`src/kpas_pkg.sv`:
```
// Shared types, sizes and codes of the keypad PIN authentication sequencer.
package kpas_pkg;

    localparam int ID_DIGITS  = 8;
    localparam int PIN_DIGITS = 8;

    localparam int ID_IDX_W   = (ID_DIGITS > 1) ? $clog2(ID_DIGITS) : 1;
    localparam int PIN_IDX_W  = (PIN_DIGITS > 1) ? $clog2(PIN_DIGITS) : 1;
    localparam int ID_LEN_W   = $clog2(ID_DIGITS + 1);
    localparam int PIN_LEN_W  = $clog2(PIN_DIGITS + 1);
    localparam int FOLD_N     = (ID_DIGITS > PIN_DIGITS) ? ID_DIGITS : PIN_DIGITS;
    localparam int FOLD_W     = (FOLD_N > 1) ? $clog2(FOLD_N) : 1;

    localparam int DIGIT_W    = 4;
    localparam int ID_VALUE_W = 27;
    localparam int PIN_BCD_W  = 32;
    localparam int COUNT_W    = 4;
    localparam int CFG_W      = 16;
    localparam int TIMER_W    = 32;
    localparam int ACC_W      = 10;
    localparam int SUM_W      = 17;
    localparam int SECS_W     = 8;
    localparam int DIV_SHIFT  = 27;
    localparam int RECIP_W    = 18;
    localparam int PROD_W     = SUM_W + RECIP_W;

    localparam logic [ACC_W-1:0]   MS_PER_S  = 10'd1000;
    localparam logic [RECIP_W-1:0] DIV_RECIP = 18'd134218;

    localparam logic [7:0] KEY_STAR = 8'h2A;
    localparam logic [7:0] KEY_HASH = 8'h23;
    localparam logic [7:0] KEY_ZERO = 8'h30;
    localparam logic [7:0] KEY_NINE = 8'h39;

    typedef logic [DIGIT_W-1:0] t_digit;

    typedef enum logic [1:0] {
        OP_KEY  = 2'd0,
        OP_RESP = 2'd1,
        OP_TICK = 2'd2,
        OP_LINK = 2'd3
    } t_op;

    typedef logic [2:0] t_phase;
    localparam t_phase PH_ID      = 3'd0;
    localparam t_phase PH_PIN     = 3'd1;
    localparam t_phase PH_AUTH    = 3'd2;
    localparam t_phase PH_OFFLINE = 3'd3;
    localparam t_phase PH_SUCCESS = 3'd4;
    localparam t_phase PH_BAD_PIN = 3'd5;
    localparam t_phase PH_LOCKED  = 3'd6;
    localparam t_phase PH_NOTFND  = 3'd7;

    localparam logic [2:0] ST_OK      = 3'd0;
    localparam logic [2:0] ST_BAD_PIN = 3'd1;
    localparam logic [2:0] ST_LOCKED  = 3'd2;
    localparam logic [2:0] ST_NOTFND  = 3'd3;

    localparam logic [1:0] CFG_AUTH_TIMEOUT = 2'd0;
    localparam logic [1:0] CFG_SUCCESS_SHOW = 2'd1;
    localparam logic [1:0] CFG_MESSAGE_SHOW = 2'd2;

    typedef struct packed {
        logic busy;
        logic done;
    } t_fold_stat;

    typedef struct packed {
        t_op         op;
        logic [7:0]  key;
        logic [2:0]  status;
        logic [7:0]  attempts;
        logic [15:0] lock_s;
        logic [15:0] elapsed;
        logic        link;
    } t_item;

endpackage

```
`src/kpas_fold.sv`:
```
// Digit fold unit: one id digit and one PIN digit per cycle into value and BCD.
module kpas_fold (
    input  logic                              i_clk,
    input  logic                              i_rst_n,
    input  logic                              i_start,
    input  logic [kpas_pkg::ID_LEN_W-1:0]     i_id_len,
    input  logic [kpas_pkg::PIN_LEN_W-1:0]    i_pin_len,
    input  kpas_pkg::t_digit                  i_id_digit,
    input  kpas_pkg::t_digit                  i_pin_digit,
    output logic [kpas_pkg::FOLD_W-1:0]       o_idx,
    output kpas_pkg::t_fold_stat              o_stat,
    output logic [kpas_pkg::ID_VALUE_W-1:0]   o_id_value,
    output logic [kpas_pkg::PIN_BCD_W-1:0]    o_pin_bcd
);
    import kpas_pkg::*;

    logic [FOLD_W-1:0]     r_idx;
    logic                  r_busy;
    logic                  r_done;
    logic [ID_VALUE_W-1:0] r_idv;
    logic [PIN_BCD_W-1:0]  r_pinv;

    logic                  id_take;
    logic                  pin_take;
    logic                  last;
    logic [ID_VALUE_W-1:0] n_idv;
    logic [PIN_BCD_W-1:0]  n_pinv;

    assign id_take  = int'(r_idx) < int'(i_id_len);
    assign pin_take = int'(r_idx) < int'(i_pin_len);
    assign last     = r_idx == FOLD_W'(FOLD_N - 1);

    assign n_idv  = (r_idv << 3) + (r_idv << 1) + ID_VALUE_W'(i_id_digit);
    assign n_pinv = {r_pinv[PIN_BCD_W-DIGIT_W-1:0], i_pin_digit};

    always_ff @(posedge i_clk) begin
        if (!i_rst_n) begin
            r_busy <= 1'b0;
            r_done <= 1'b0;
            r_idx  <= '0;
        end else begin
            r_done <= 1'b0;
            if (i_start) begin
                r_busy <= 1'b1;
                r_idx  <= '0;
            end else if (r_busy) begin
                r_idx <= r_idx + 1'b1;
                if (last) begin
                    r_busy <= 1'b0;
                    r_done <= 1'b1;
                end
            end
        end
    end

    always_ff @(posedge i_clk) begin
        if (i_start) begin
            r_idv  <= '0;
            r_pinv <= '0;
        end else if (r_busy) begin
            if (id_take) begin
                r_idv <= n_idv;
            end
            if (pin_take) begin
                r_pinv <= n_pinv;
            end
        end
    end

    assign o_idx       = r_idx;
    assign o_stat.busy = r_busy;
    assign o_stat.done = r_done;
    assign o_id_value  = r_idv;
    assign o_pin_bcd   = r_pinv;

endmodule

```
`src/keypad_pin_auth_sequencer_top.sv`:
```
// Top level of the keypad PIN authentication sequencer.
// Takes one item at a time (key press, server response, millisecond tick or
// network status) and returns one result item with the phase and the entered
// id and PIN. An item passes the execute state; for a tick in the locked phase
// it then passes the divide and lock states, with a reciprocal multiply for the
// seconds split; then the start and fold states, where the digit fold unit walks
// the id and PIN buffers one digit per cycle; then the emit state, which waits
// while the output register holds a result that is not being taken. A finished
// result waits in the output register while the next item is taken. Configuration
// is written through a plain write port by the user only while no item is open; the block does not enforce this.
module keypad_pin_auth_sequencer_top (
    input  logic                            i_clk,
    input  logic                            i_rst_n,
    input  logic                            i_cfg_wr_en,
    input  logic [1:0]                      i_cfg_index,
    input  logic [kpas_pkg::CFG_W-1:0]      i_cfg_wr_data,
    input  logic                            i_in_valid,
    output logic                            o_in_ready,
    input  logic [1:0]                      i_operation,
    input  logic [7:0]                      i_key_code,
    input  logic [2:0]                      i_response_status,
    input  logic [7:0]                      i_response_attempts,
    input  logic [15:0]                     i_response_lockout_s,
    input  logic [15:0]                     i_elapsed_ms,
    input  logic                            i_link_up,
    output logic                            o_out_valid,
    input  logic                            i_out_ready,
    output logic [2:0]                      o_phase,
    output logic                            o_request_auth,
    output logic [kpas_pkg::ID_VALUE_W-1:0] o_user_id_value,
    output logic [kpas_pkg::COUNT_W-1:0]    o_user_id_count,
    output logic [kpas_pkg::PIN_BCD_W-1:0]  o_pin_bcd,
    output logic [kpas_pkg::COUNT_W-1:0]    o_pin_count,
    output logic [7:0]                      o_attempts_left,
    output logic [15:0]                     o_lockout_left_s,
    output logic                            o_network_ok
);
    import kpas_pkg::*;

    typedef enum logic [6:0] {
        S_IDLE  = 7'b0000001,
        S_EXEC  = 7'b0000010,
        S_DIV   = 7'b0000100,
        S_LOCK  = 7'b0001000,
        S_START = 7'b0010000,
        S_FOLD  = 7'b0100000,
        S_EMIT  = 7'b1000000
    } t_seq_state;

    t_seq_state r_state, n_state;

    logic [CFG_W-1:0]     r_auth_ms;
    logic [CFG_W-1:0]     r_success_ms;
    logic [CFG_W-1:0]     r_message_ms;

    t_item                r_item;
    t_phase               r_phase, n_phase;
    logic [ID_LEN_W-1:0]  r_id_len, n_id_len;
    logic [PIN_LEN_W-1:0] r_pin_len, n_pin_len;
    logic                 r_link, n_link;
    logic [7:0]           r_attempts, n_attempts;
    logic [15:0]          r_lock, n_lock;
    logic [TIMER_W-1:0]   r_timer, n_timer;
    logic [ACC_W-1:0]     r_acc, n_acc;
    logic                 r_req, n_req;
    logic [SUM_W-1:0]     r_sum, n_sum;
    logic [PROD_W-1:0]    r_prod;
    logic                 r_out_valid;

    t_digit               r_id_digits [ID_DIGITS];
    t_digit               r_pin_digits [PIN_DIGITS];

    logic                 id_wr;
    logic                 pin_wr;
    logic                 clr;
    logic                 is_digit;
    logic [TIMER_W-1:0]   timer_sum;
    logic [SECS_W-1:0]    secs;
    logic [SUM_W-1:0]     rem;
    logic [15:0]          lock_next;
    logic                 out_load;

    logic [FOLD_W-1:0]     fold_idx;
    t_fold_stat            fold_stat;
    logic [ID_VALUE_W-1:0] fold_idv;
    logic [PIN_BCD_W-1:0]  fold_pinv;
    t_digit                fold_id_digit;
    t_digit                fold_pin_digit;

    assign o_in_ready = r_state == S_IDLE;
    assign out_load   = (r_state == S_EMIT) && (!r_out_valid || i_out_ready);
    assign is_digit   = r_item.key inside {[KEY_ZERO:KEY_NINE]};
    assign timer_sum  = r_timer + TIMER_W'(r_item.elapsed);
    assign secs       = r_prod[DIV_SHIFT+SECS_W-1:DIV_SHIFT];
    assign rem        = r_sum - (SUM_W'(secs) * SUM_W'(MS_PER_S));
    assign lock_next  = ({8'b0, secs} >= r_lock) ? 16'd0 : r_lock - {8'b0, secs};

    always_comb begin
        n_state    = r_state;
        n_phase    = r_phase;
        n_id_len   = r_id_len;
        n_pin_len  = r_pin_len;
        n_link     = r_link;
        n_attempts = r_attempts;
        n_lock     = r_lock;
        n_timer    = r_timer;
        n_acc      = r_acc;
        n_req      = r_req;
        n_sum      = r_sum;
        id_wr      = 1'b0;
        pin_wr     = 1'b0;
        clr        = 1'b0;
        case (r_state)
            S_IDLE: begin
                if (i_in_valid) begin
                    n_state = S_EXEC;
                end
            end
            S_EXEC: begin
                n_req   = 1'b0;
                n_state = S_START;
                case (r_item.op)
                    OP_KEY: begin
                        case (r_phase)
                            PH_ID: begin
                                if (is_digit) begin
                                    if (r_id_len < ID_LEN_W'(ID_DIGITS)) begin
                                        id_wr    = 1'b1;
                                        n_id_len = r_id_len + 1'b1;
                                    end
                                end else if (r_item.key == KEY_STAR) begin
                                    if (r_id_len != '0) begin
                                        n_id_len = r_id_len - 1'b1;
                                    end
                                end else if (r_item.key == KEY_HASH) begin
                                    if (r_id_len != '0) begin
                                        n_phase   = PH_PIN;
                                        n_pin_len = '0;
                                    end
                                end
                            end
                            PH_PIN: begin
                                if (is_digit) begin
                                    if (r_pin_len < PIN_LEN_W'(PIN_DIGITS)) begin
                                        pin_wr    = 1'b1;
                                        n_pin_len = r_pin_len + 1'b1;
                                    end
                                end else if (r_item.key == KEY_STAR) begin
                                    if (r_pin_len != '0) begin
                                        n_pin_len = r_pin_len - 1'b1;
                                    end else begin
                                        n_phase = PH_ID;
                                    end
                                end else if (r_item.key == KEY_HASH && r_pin_len != '0) begin
                                    if (!r_link) begin
                                        n_phase = PH_OFFLINE;
                                        n_timer = '0;
                                    end else begin
                                        n_phase = PH_AUTH;
                                        n_req   = 1'b1;
                                    end
                                end
                            end
                            PH_AUTH: begin
                                if (r_item.key == KEY_STAR) begin
                                    n_phase = PH_PIN;
                                    n_timer = '0;
                                end
                            end
                            PH_OFFLINE: begin
                                n_phase = PH_PIN;
                            end
                            default: begin
                            end
                        endcase
                    end
                    OP_RESP: begin
                        if (r_phase == PH_AUTH) begin
                            n_timer = '0;
                            n_acc   = '0;
                            case (r_item.status)
                                ST_OK: begin
                                    n_phase = PH_SUCCESS;
                                end
                                ST_BAD_PIN: begin
                                    n_phase    = PH_BAD_PIN;
                                    n_attempts = r_item.attempts;
                                end
                                ST_LOCKED: begin
                                    n_phase = PH_LOCKED;
                                    n_lock  = r_item.lock_s;
                                end
                                ST_NOTFND: begin
                                    n_phase = PH_NOTFND;
                                end
                                default: begin
                                    n_phase = PH_ID;
                                end
                            endcase
                        end
                    end
                    OP_TICK: begin
                        n_timer = timer_sum;
                        case (r_phase)
                            PH_AUTH: begin
                                if (timer_sum >= TIMER_W'(r_auth_ms)) begin
                                    n_phase = PH_OFFLINE;
                                    n_timer = '0;
                                end
                            end
                            PH_SUCCESS: begin
                                if (timer_sum >= TIMER_W'(r_success_ms)) begin
                                    clr = 1'b1;
                                end
                            end
                            PH_BAD_PIN: begin
                                if (timer_sum >= TIMER_W'(r_message_ms)) begin
                                    n_phase   = PH_PIN;
                                    n_pin_len = '0;
                                    n_timer   = '0;
                                end
                            end
                            PH_LOCKED: begin
                                n_sum   = SUM_W'(r_acc) + SUM_W'(r_item.elapsed);
                                n_state = S_DIV;
                            end
                            PH_NOTFND: begin
                                if (timer_sum >= TIMER_W'(r_message_ms)) begin
                                    clr = 1'b1;
                                end
                            end
                            default: begin
                            end
                        endcase
                    end
                    OP_LINK: begin
                        n_link = r_item.link;
                    end
                    default: begin
                    end
                endcase
            end
            S_DIV: begin
                n_state = S_LOCK;
            end
            S_LOCK: begin
                n_acc   = rem[ACC_W-1:0];
                n_lock  = lock_next;
                n_state = S_START;
                if (lock_next == 16'd0) begin
                    clr = 1'b1;
                end
            end
            S_START: begin
                n_state = S_FOLD;
            end
            S_FOLD: begin
                if (fold_stat.done) begin
                    n_state = S_EMIT;
                end
            end
            S_EMIT: begin
                if (!r_out_valid || i_out_ready) begin
                    n_state = S_IDLE;
                end
            end
            default: begin
                n_state = S_IDLE;
            end
        endcase
        if (clr) begin
            n_phase    = PH_ID;
            n_id_len   = '0;
            n_pin_len  = '0;
            n_link     = 1'b1;
            n_attempts = '0;
            n_lock     = '0;
            n_timer    = '0;
            n_acc      = '0;
        end
    end

    always_ff @(posedge i_clk) begin
        if (!i_rst_n) begin
            r_state      <= S_IDLE;
            r_auth_ms    <= 16'd10000;
            r_success_ms <= 16'd3000;
            r_message_ms <= 16'd3000;
            r_phase      <= PH_ID;
            r_id_len     <= '0;
            r_pin_len    <= '0;
            r_link       <= 1'b1;
            r_attempts   <= '0;
            r_lock       <= '0;
            r_timer      <= '0;
            r_acc        <= '0;
            r_req        <= 1'b0;
            r_out_valid  <= 1'b0;
        end else begin
            r_state    <= n_state;
            r_phase    <= n_phase;
            r_id_len   <= n_id_len;
            r_pin_len  <= n_pin_len;
            r_link     <= n_link;
            r_attempts <= n_attempts;
            r_lock     <= n_lock;
            r_timer    <= n_timer;
            r_acc      <= n_acc;
            r_req      <= n_req;
            if (i_cfg_wr_en) begin
                case (i_cfg_index)
                    CFG_AUTH_TIMEOUT: r_auth_ms    <= i_cfg_wr_data;
                    CFG_SUCCESS_SHOW: r_success_ms <= i_cfg_wr_data;
                    CFG_MESSAGE_SHOW: r_message_ms <= i_cfg_wr_data;
                    default: begin
                    end
                endcase
            end
            if (out_load) begin
                r_out_valid <= 1'b1;
            end else if (i_out_ready) begin
                r_out_valid <= 1'b0;
            end
        end
    end

    always_ff @(posedge i_clk) begin
        if (i_in_valid && o_in_ready) begin
            r_item.op       <= t_op'(i_operation);
            r_item.key      <= i_key_code;
            r_item.status   <= i_response_status;
            r_item.attempts <= i_response_attempts;
            r_item.lock_s   <= i_response_lockout_s;
            r_item.elapsed  <= i_elapsed_ms;
            r_item.link     <= i_link_up;
        end
        if (id_wr) begin
            r_id_digits[r_id_len[ID_IDX_W-1:0]] <= r_item.key[DIGIT_W-1:0];
        end
        if (pin_wr) begin
            r_pin_digits[r_pin_len[PIN_IDX_W-1:0]] <= r_item.key[DIGIT_W-1:0];
        end
        r_sum  <= n_sum;
        r_prod <= PROD_W'(r_sum) * PROD_W'(DIV_RECIP);
        if (out_load) begin
            o_phase          <= r_phase;
            o_request_auth   <= r_req;
            o_user_id_value  <= fold_idv;
            o_user_id_count  <= COUNT_W'(r_id_len);
            o_pin_bcd        <= fold_pinv;
            o_pin_count      <= COUNT_W'(r_pin_len);
            o_attempts_left  <= r_attempts;
            o_lockout_left_s <= r_lock;
            o_network_ok     <= r_link;
        end
    end

    assign fold_id_digit  = r_id_digits[fold_idx[ID_IDX_W-1:0]];
    assign fold_pin_digit = r_pin_digits[fold_idx[PIN_IDX_W-1:0]];
    assign o_out_valid    = r_out_valid;

    kpas_fold u_fold (
        .i_clk       (i_clk),
        .i_rst_n     (i_rst_n),
        .i_start     (r_state == S_START),
        .i_id_len    (r_id_len),
        .i_pin_len   (r_pin_len),
        .i_id_digit  (fold_id_digit),
        .i_pin_digit (fold_pin_digit),
        .o_idx       (fold_idx),
        .o_stat      (fold_stat),
        .o_id_value  (fold_idv),
        .o_pin_bcd   (fold_pinv)
    );

    a_accept_exec: assert property (@(posedge i_clk) disable iff (!i_rst_n)
        (i_in_valid && o_in_ready) |=> (r_state == S_EXEC))
        else $error("accepted item did not start execution");

    a_req_phase: assert property (@(posedge i_clk) disable iff (!i_rst_n)
        (o_out_valid && o_request_auth) |-> (o_phase == PH_AUTH))
        else $error("auth request outside authenticating phase");

    a_fold_done: assert property (@(posedge i_clk) disable iff (!i_rst_n)
        fold_stat.done |-> (r_state == S_FOLD))
        else $error("fold finished outside fold state");

    a_emit_out: assert property (@(posedge i_clk) disable iff (!i_rst_n)
        out_load |=> (o_out_valid && r_state == S_IDLE))
        else $error("emitted item not presented");

endmodule

```
`config.mk`:
```
export PLATFORM = sky130hd
export DESIGN_NAME = keypad_pin_auth_sequencer_top
export DESIGN_NICKNAME = d
export VERILOG_FILES = /design/src/kpas_pkg.sv /design/src/kpas_fold.sv /design/src/keypad_pin_auth_sequencer_top.sv
export SDC_FILE = /design/constraint.sdc
export NUM_CORES = 1
export LEC_CHECK = 0
export BUFFER_PORTS_ARGS = -buffer_cell sky130_fd_sc_hd__clkbuf_2
export CAP_MARGIN = 10
export CORE_MARGIN = 2
export CORE_UTILIZATION = 30
export DETAILED_ROUTE_END_ITERATION = 7
export PLACE_DENSITY = 0.42
export SETUP_SLACK_MARGIN = 0.02
export SLEW_MARGIN = 0
export SYNTH_ARGS = -nofsm -noshare
export SYNTH_HDL_FRONTEND = slang
export SYNTH_SLANG_ARGS = --single-unit
export TNS_END_PERCENT = 50
```
`constraint.sdc`:
```
create_clock -name i_clk -period 7.75 [get_ports i_clk]
set_input_delay 1.55 -clock i_clk [delete_from_list [all_inputs] [get_ports i_clk]]
set_output_delay 1.55 -clock i_clk [all_outputs]
set_load 0.02 [all_outputs]
```
==> summary.md, run 1 <==
| Metric | Value |
|---|---|
| Worst skew pair latency | `0.61 ns` |
| Crit path time final | `5.64 ns` |
| IO Pins | `175` |
| Max-Cap Viols | `0` |
| Hold Crit Depth | `0` |
| Die width | `291 µm` |
| FF-to-FF Start | `r_item[4]$_DFFE_PP_` |
| Sequential Power Share | `46.2%` |
| Yosys reg bits | `441` |
| Crit path cell chain | `ha_1, and2_1, a311o_2, a211oi_2, nor2_1, a21o_1, a21o_1, a31oi_1, xnor2_1, ha_1, a21o_1, a21o_1, a211oi_1, o21ai_0, a22oi_1, o311ai_0, a41o_2, nand2b_1, nor2_1` |
| Sw Pwr | `1.58 mW` |
| Yosys warns | `0` |
| Post-CTS Setup Inserts | `0` |
| Combinational share of power | `12.2%` |
| Final Hold Vio Count | `0` |
| Ys async rst share | `0%` |
| Busiest grt layer | `met2` |
| Initial Util | `30.2%` |
| DR pass1 iterations | `5` |
| Worst Hold Class | `reg2reg` |
| Worst Hold Path EP | `o_attempts_left[2]$_DFFE_PP_` |
| Post-detail-place hpwl | `48.7 mm` |
| Die outline height | `291 µm` |
| Post-Syn Nets | `2814` |
| Critical path class | `reg2reg` |
| Fillers | `8278` |
| Library cells used by synthesis | `76` |
| DR WL/cell | `17.9 µm` |
| Antenna cells | `0` |
| Crit-path max FO | `47` |
| Fin cells | `3647` |
| Grt met2 use | `26.0%` |
| Worst path arrival time | `6.14 ns` |
| Fmax | `0.177 GHz` |
| Setup TNS Final | `0 ns` |
| Max-slew violation count | `0` |
| Grt total ovfl | `0` |
| Vias per cell | `4.77` |
| # nets final | `2971` |
| # setup viols final | `0` |
| Worst path max stage delay | `0.67 ns` |
| Hold path startpoint | `r_attempts[2]$_SDFFE_PP0P_` |
| Post-layout util | `34.8%` |
| Seq/Total Area, Yosys | `45.1%` |
| Top_reg_cell synth | `edfxtp_1` |
| Most used cell, CP | `a21o_1` |
| CTS Buffer Depth | `3` |
| CTS clk-pin slew, worst paths | `0.06 ns` |
| Flop-to-flop setup slack | `2.11 ns` |
| FF-to-FF path depth | `19` |
| Critical Path Source Type | `register` |
| Post_cts resized | `0` |
| Antenna Nets Post-Route | `0` |
| Leakage | `12.1 nW` |
| Initial antenna violation count | `0` |
| Drt total wl | `65.3 mm` |
| Die footprint | `84600 µm²` |
| DRC Markers | `0` |
| Least-Margin Pin Slew | `1.12 ns` |
| Buffers on Ports | `174` |
| GR Util All Layers | `15.4%` |
| Vias post-DR | `17.4k` |
| Placed cells | `3553` |
| Vias in the first global route | `17.9k` |
| Post-route cell area | `28400 µm²` |
| Tot Pwr | `5.92 mW` |
| First-pass GRT wire length | `103 mm` |
| Row count | `105` |
| Clk_skew | `0.0512 ns` |
| Outcome | `finished clean` |
| Clock share of power | `41.5%` |
| Mean Syn Cell Area | `10.4 µm²` |
| Final period utilization | `72.8%` |
| EDFF count, synth | `231` |
| RSZ-0062 raised after global routing | `no` |
| Largest net degree at the start of global routing | `68` |
| CTS tree | `built` |
| M1 GR Usage | `21.2%` |
| Maximum VDD drop | `161 µV` |
| Grt met3 use | `2.22%` |
| CP Capture Type | `register` |
| CTS sink cnt | `441` |
| Layout cells sized above 1 | `12.5%` |
| Switch share | `26.7%` |
| Core Region | `81700 µm²` |
| Pint | `4.34 mW` |
| Iteration-0 DRC Markers | `768` |
| Worst path slowest cell | `a41o_2` |
| Cells after Synth | `2380` |
| Root buf cell | `clkbuf_16` |
| Area Growth Syn to Fin | `15.2%` |
| Slew margin rel. | `25.4%` |
| Routability cong. | `0.828` |
| Power density over cell area | `208 nW/µm²` |
| H-Tree Depth | `2` |
| Num CTS Buffers | `51` |
| Cell Area, Placed | `26700 µm²` |
| Post-Syn Area | `24700 µm²` |
| Worst EP required | `8.25 ns` |
| Hold buffer count at cts | `0` |
| Reg2reg end | `r_timer[26]$_SDFFE_PP0P_` |
layout make-up:
type                       instances  area, µm²  share of cell area (%)
clock buffer                      72       1430                    5.01
clock inverter                    21        292                    1.03
inverter                         215        807                    2.84
multi-input combinational       1640      12400                    43.7
sequential                       441      11100                    39.2
tap                             1070       1340                    4.71
timing repair buffer             188        996                    3.50
placed cells by master, fill, tap and decap left out, types with 7 or more instances in the layout:
cell       synthesis  routed
clkinv_2           0       8
clkbuf_8           0       7
clkbuf_16          0      51
nor3_1            39      39
ha_1             304     304
buf_4              0      13
inv_1            214     214
clkbuf_1          63      14
clkbuf_2           0     174
nor2b_1            8       7
nand4_1           20      20
dfxtp_1          210     210
a21boi_0           9       9
o21ai_0           67      67
a211oi_1          20      20
nand2_1          296     296
o211ai_1          27      27
mux2i_1           23      23
or3_1             14      14
nor4_1             8       8
fa_1              53      53
a21o_1            51      51
xor2_1            25      25
xnor2_1           70      70
or2_2              9       9
mux4_2            16      16
and2_1             7       7
a22oi_1           16      16
nand3_1           44      44
nand3b_1          12      12
edfxtp_1         231     231
o311ai_0           7       7
nor2_1           161     160
o21a_1            10      10
nand2b_1          20      20
and4_1             7       7
a21oi_1          194     194
power by group through the flow:
stage | Sequential, mW | Clock, mW | Combinational [mW]
3_5_place_dp | 2.79 | 0 | 0.730
2_1_floorplan | 2.74 | 0 | 0.517
4_1_cts | 2.74 | 2.54 | 0.735
5_1_grt | 2.76 | 2.63 | 0.825
6_report | 2.74 | 2.46 | 0.723
3_3_place_gp | 2.79 | 0 | 0.721
routing by layer:
layer | wire, µm | part of all wire (%)
met2 | 30500 | 47
met5 | 0 | 0
met1 | 31700 | 49
met4 | 995 | 1.5
met3 | 2130 | 3.3
kinds of logic (layout without fill, tap and decap cells):
group	Yosys count	in the layout	share of synthesized area, %
AND/OR/NAND/NOR	677	677	12.5
AO/OA/AOI/OAI	469	469	12.0
buffers and inverters	299	496	4.71
multiplexers	42	42	2.53
flip-flops	441	441	45.1
adder cells (fa/ha/maj)	357	357	19.7
XOR/XNOR	95	95	3.37
critical path: cells and delay by family, from the launching register on:
| family | cells | cell delay, ns |
|---|---|---|
| AOI/OAI and AO/OA | 12 | 3.20 |
| xor gates and xnor gates | 1 | 0.26 |
| adders and majority gates | 2 | 0.72 |
| DFF | 1 | 0.40 |
| and+or+nand+nor | 4 | 0.93 |
synthesized netlist by cell type (27+ instances only):
master	instances	area share, %
o21ai_0	67	1.4
a21oi_1	194	3.9
fa_1	53	4.3
clkbuf_1	63	0.96
nor2_1	161	2.4
inv_1	214	3.3
dfxtp_1	210	17
xnor2_1	70	2.5
nor3_1	39	0.79
edfxtp_1	231	28
nand3_1	44	0.89
o211ai_1	27	0.82
nand2_1	296	4.5
a21o_1	51	1.6
ha_1	304	15
worst max path at each step:
stage | end | depth (start not counted) | start | slack [ns]
global placement | r_timer[1]$_SDFFE_PP0P_ | 19 | r_item[2]$_DFFE_PP_ | 2.32
floorplan | o_attempts_left[0]$_DFFE_PP_ | 2 | i_out_ready | 1.26
global route | r_timer[26]$_SDFFE_PP0P_ | 21 | r_item[1]$_DFFE_PP_ | 1.71
CTS | r_timer[26]$_SDFFE_PP0P_ | 19 | r_item[4]$_DFFE_PP_ | 2.10
detailed placement | r_acc[0]$_SDFFE_PP0P_ | 19 | r_item[4]$_DFFE_PP_ | 2.20
finish | r_timer[26]$_SDFFE_PP0P_ | 19 | r_item[4]$_DFFE_PP_ | 2.11
per-stage QoR:
| step | worst slack (ns) | hold slack (ns) |
|---|---|---|
| 6_report | 2.11 | 0.428 |
| 5_1_grt | 1.71 | 0.443 |
| 4_1_cts | 2.10 | 0.428 |
| 3_5_place_dp | 2.20 | 0.414 |
| 3_3_place_gp | 2.32 | 0.414 |
| 2_1_floorplan | 1.26 | 0.406 |
registers in the layout, indices dropped and copies added (netlist names), 27 cells and up, named ones only:
register / flops
r_id_digits: 32
u_fold.o_id_value: 27
r_timer: 32
o_user_id_value: 27
o_pin_bcd: 32
u_fold.o_pin_bcd: 32
r_pin_digits: 32
r_item: 54
Note: power is estimated with default switching activity, not from simulation.
==> inputs of run 2 (changes only) <==
- PLACE_DENSITY: 0.42 -> 0.44
- clock period: 7.75 -> 5 ns (I/O delays scaled with it)
==> summary.md, run 2 (synthesized netlist as in run 1, its figures left out) <==
| Metric | Value |
|---|---|
| Fin cells | `3719 (+2.0%)` |
| # nets final | `3037 (+2.2%)` |
| Post-layout util | `36.0% (+1.2 points)` |
| Largest net degree at the start of global routing | `62 (-8.8%)` |
| Met3 Routed Length | `2.66 mm (+25%)` |
| Leakage | `12.5 nW (+3.8%)` |
| Metal2 WL | `29.4 mm (-3.4%)` |
| Fmax | `0.204 GHz (+15%)` |
| Worst EP required | `5.53 ns (-2.72 ns)` |
| Routability cong. | `0.812 (-1.9%)` |
| Critical path class | `reg2reg` |
| CTS Buffer Depth | `3 (unchanged)` |
| Die outline height | `291 µm (unchanged)` |
| Maximum VDD drop | `249 µV (+55%)` |
| Layout cells sized above 1 | `16.5% (+4.0 points)` |
| Top reg by flops | `r_item` |
| Iteration-0 DRC Markers | `875 (+14%)` |
| Critical Path Source Type | `register` |
| Vias in the first global route | `18.1k (+1.4%)` |
| RSZ-0062 raised after global routing | `yes` |
| Least-Margin Pin Slew | `1.03 ns (-0.0841 ns)` |
| Num CTS Buffers | `53 (+3.9%)` |
| Antenna Nets Post-Route | `0 (unchanged)` |
| Clk_skew | `0.0208 ns (-0.0303 ns)` |
| Hold_ws | `0.428 ns (-0.000187 ns)` |
| Row count | `105 (unchanged)` |
| CP Capture Type | `register` |
| Most frequent cells in the layout | `297 x ha_1, 295 x nand2_1, 231 x edfxtp_1` |
| Worst path max stage delay | `0.42 ns (-0.25 ns)` |
| Post-detail-place hpwl | `48.7 mm (about the same)` |
| Most common cell after layout, fill and taps aside | `ha_1` |
| Buffers on Ports | `174 (unchanged)` |
| Core Region | `81700 µm² (unchanged)` |
| Initial antenna violation count | `0 (unchanged)` |
| CTS clk-pin slew, worst paths | `0.06 ns (about the same)` |
| Setup TNS Final | `0 ns (unchanged)` |
| Worst path arrival time | `5.43 ns (-0.71 ns)` |
| Outcome | `finished clean` |
| IO Pins | `175 (unchanged)` |
| Final period utilization | `98.0% (+25 points)` |
| Worst Hold Class | `reg2reg` |
| Max-slew violation count | `0 (unchanged)` |
| Drt total wl | `64.9 mm (-0.64%)` |
| Max FFs per register | `54 (unchanged)` |
| Uppermost layer routed | `met4` |
| First-pass GRT wire length | `103 mm (-0.36%)` |
| Root buf cell | `clkbuf_16` |
| Max-Cap Viols | `0 (unchanged)` |
| Initial Util | `30.2% (unchanged)` |
| Grt total ovfl | `0 (unchanged)` |
| Worst skew pair latency | `0.61 ns (about the same)` |
| Die footprint | `84600 µm² (unchanged)` |
| Vias post-DR | `17.7k (+1.7%)` |
| Crit path time final | `4.90 ns (-0.740 ns)` |
| Power density over cell area | `324 nW/µm² (+55%)` |
| Final worst slack | `0.0993 ns (-2.01 ns)` |
| DRC Markers | `0 (unchanged)` |
| Most used cell, CP | `a21o_1` |
| Post-place setup slack | `-0.669 ns (-2.87 ns)` |
| Worst path slowest cell | `edfxtp_1` |
| CTS tree | `built` |
| # setup viols final | `0 (unchanged)` |
| DR pass1 iterations | `5 (unchanged)` |
| Die width | `291 µm (unchanged)` |
| Placed cells | `3605 (+1.5%)` |
| WL met1 | `31.6 mm (-0.40%)` |
| Final Hold Vio Count | `0 (unchanged)` |
| Crit path cell chain | `ha_1, a21o_1, a311o_2, a211oi_4, nor2_2, a21o_1, a21o_1, a31oi_1, xnor2_1, ha_1, a21o_1, a21o_1, a211oi_2, o21ai_2, a22oi_2, o311ai_4, a41o_4, buf_6, buf_12, a211oi_2` |
| Crit-path max FO | `7 (-85%)` |
| Area Growth Syn to Fin | `19.1%` |
| CTS sink cnt | `441 (unchanged)` |
| Slew margin rel. | `30.9% (+5.5 points)` |
| Vias per cell | `4.75 (-0.26%)` |
| DR WL/cell | `17.4 µm (-2.6%)` |
| GR Util All Layers | `15.2% (-0.21 points)` |
| H-Tree Depth | `2 (unchanged)` |
run 2: report_power, final:
group          internal [mW]  total [mW]  leakage (nW)  switching [mW]
clock                   2.41        4.02         0.895            1.61
sequential              4.07        4.27          3.95           0.206
combinational          0.474        1.22          7.66           0.743
run 2: path summary, 6_finish.rpt:
check / cells after the start / startpoint / end / slack, ns
max: 20 / r_item[2]$_DFFE_PP_ / r_id_len[2]$_SDFFE_PP0P_ / 0.1
min: 0 / r_attempts[3]$_SDFFE_PP0P_ / o_attempts_left[3]$_DFFE_PP_ / 0.43
max reg2reg: 20 / r_item[2]$_DFFE_PP_ / r_id_len[2]$_SDFFE_PP0P_ / 0.1
min reg2reg: 0 / r_attempts[3]$_SDFFE_PP0P_ / o_attempts_left[3]$_DFFE_PP_ / 0.43
run 2: critical path, delay by kind of cell, from the launching register on:
kind | cells | cell delay, ns
DFF | 1 | 0.42
adders and majority gates | 2 | 0.60
xor gates and xnor gates | 1 | 0.19
AOI/OAI and AO/OA | 14 | 3.26
buffers and inverters | 2 | 0.26
and+or+nand+nor | 1 | 0.07
run 2: area by class of cell:
| cell class | instances | area (µm²) |
|---|---|---|
| inverter | 215 | 807 |
| sequential | 441 | 11100 |
| antenna | 1 | 2.50 |
| multi-input combinational | 1640 | 12700 |
| fill | 8264 | 52300 |
| tap | 1070 | 1340 |
| clock inverter | 34 | 427 |
| timing repair buffer | 252 | 1520 |
| clock buffer | 66 | 1430 |
run 2: what timing repair did:
item,4_1_cts,5_1_grt
setup endpoints to repair,82,86
setup buffers,6,9
resized for setup,15,51
endpoints found under the hold margin,0,0
pin swaps,8,42
hold buffers,0,0
run 2: metrics by stage:
stage	cell area [µm²]	total power, mW
2_1_floorplan	24700	5.04
3_3_place_gp	27100	5.50
3_5_place_dp	27100	5.52
4_1_cts	29100	9.63
5_1_grt	29400	9.98
6_report	29400	9.51
run 2: per-layer routing:
layer	global-route usage [%]	vias to the layer above
li1	-	8883
met1	21.0	8409
met2	24.9	322
met3	2.50	62
met4	3.73	0
met5	0	-
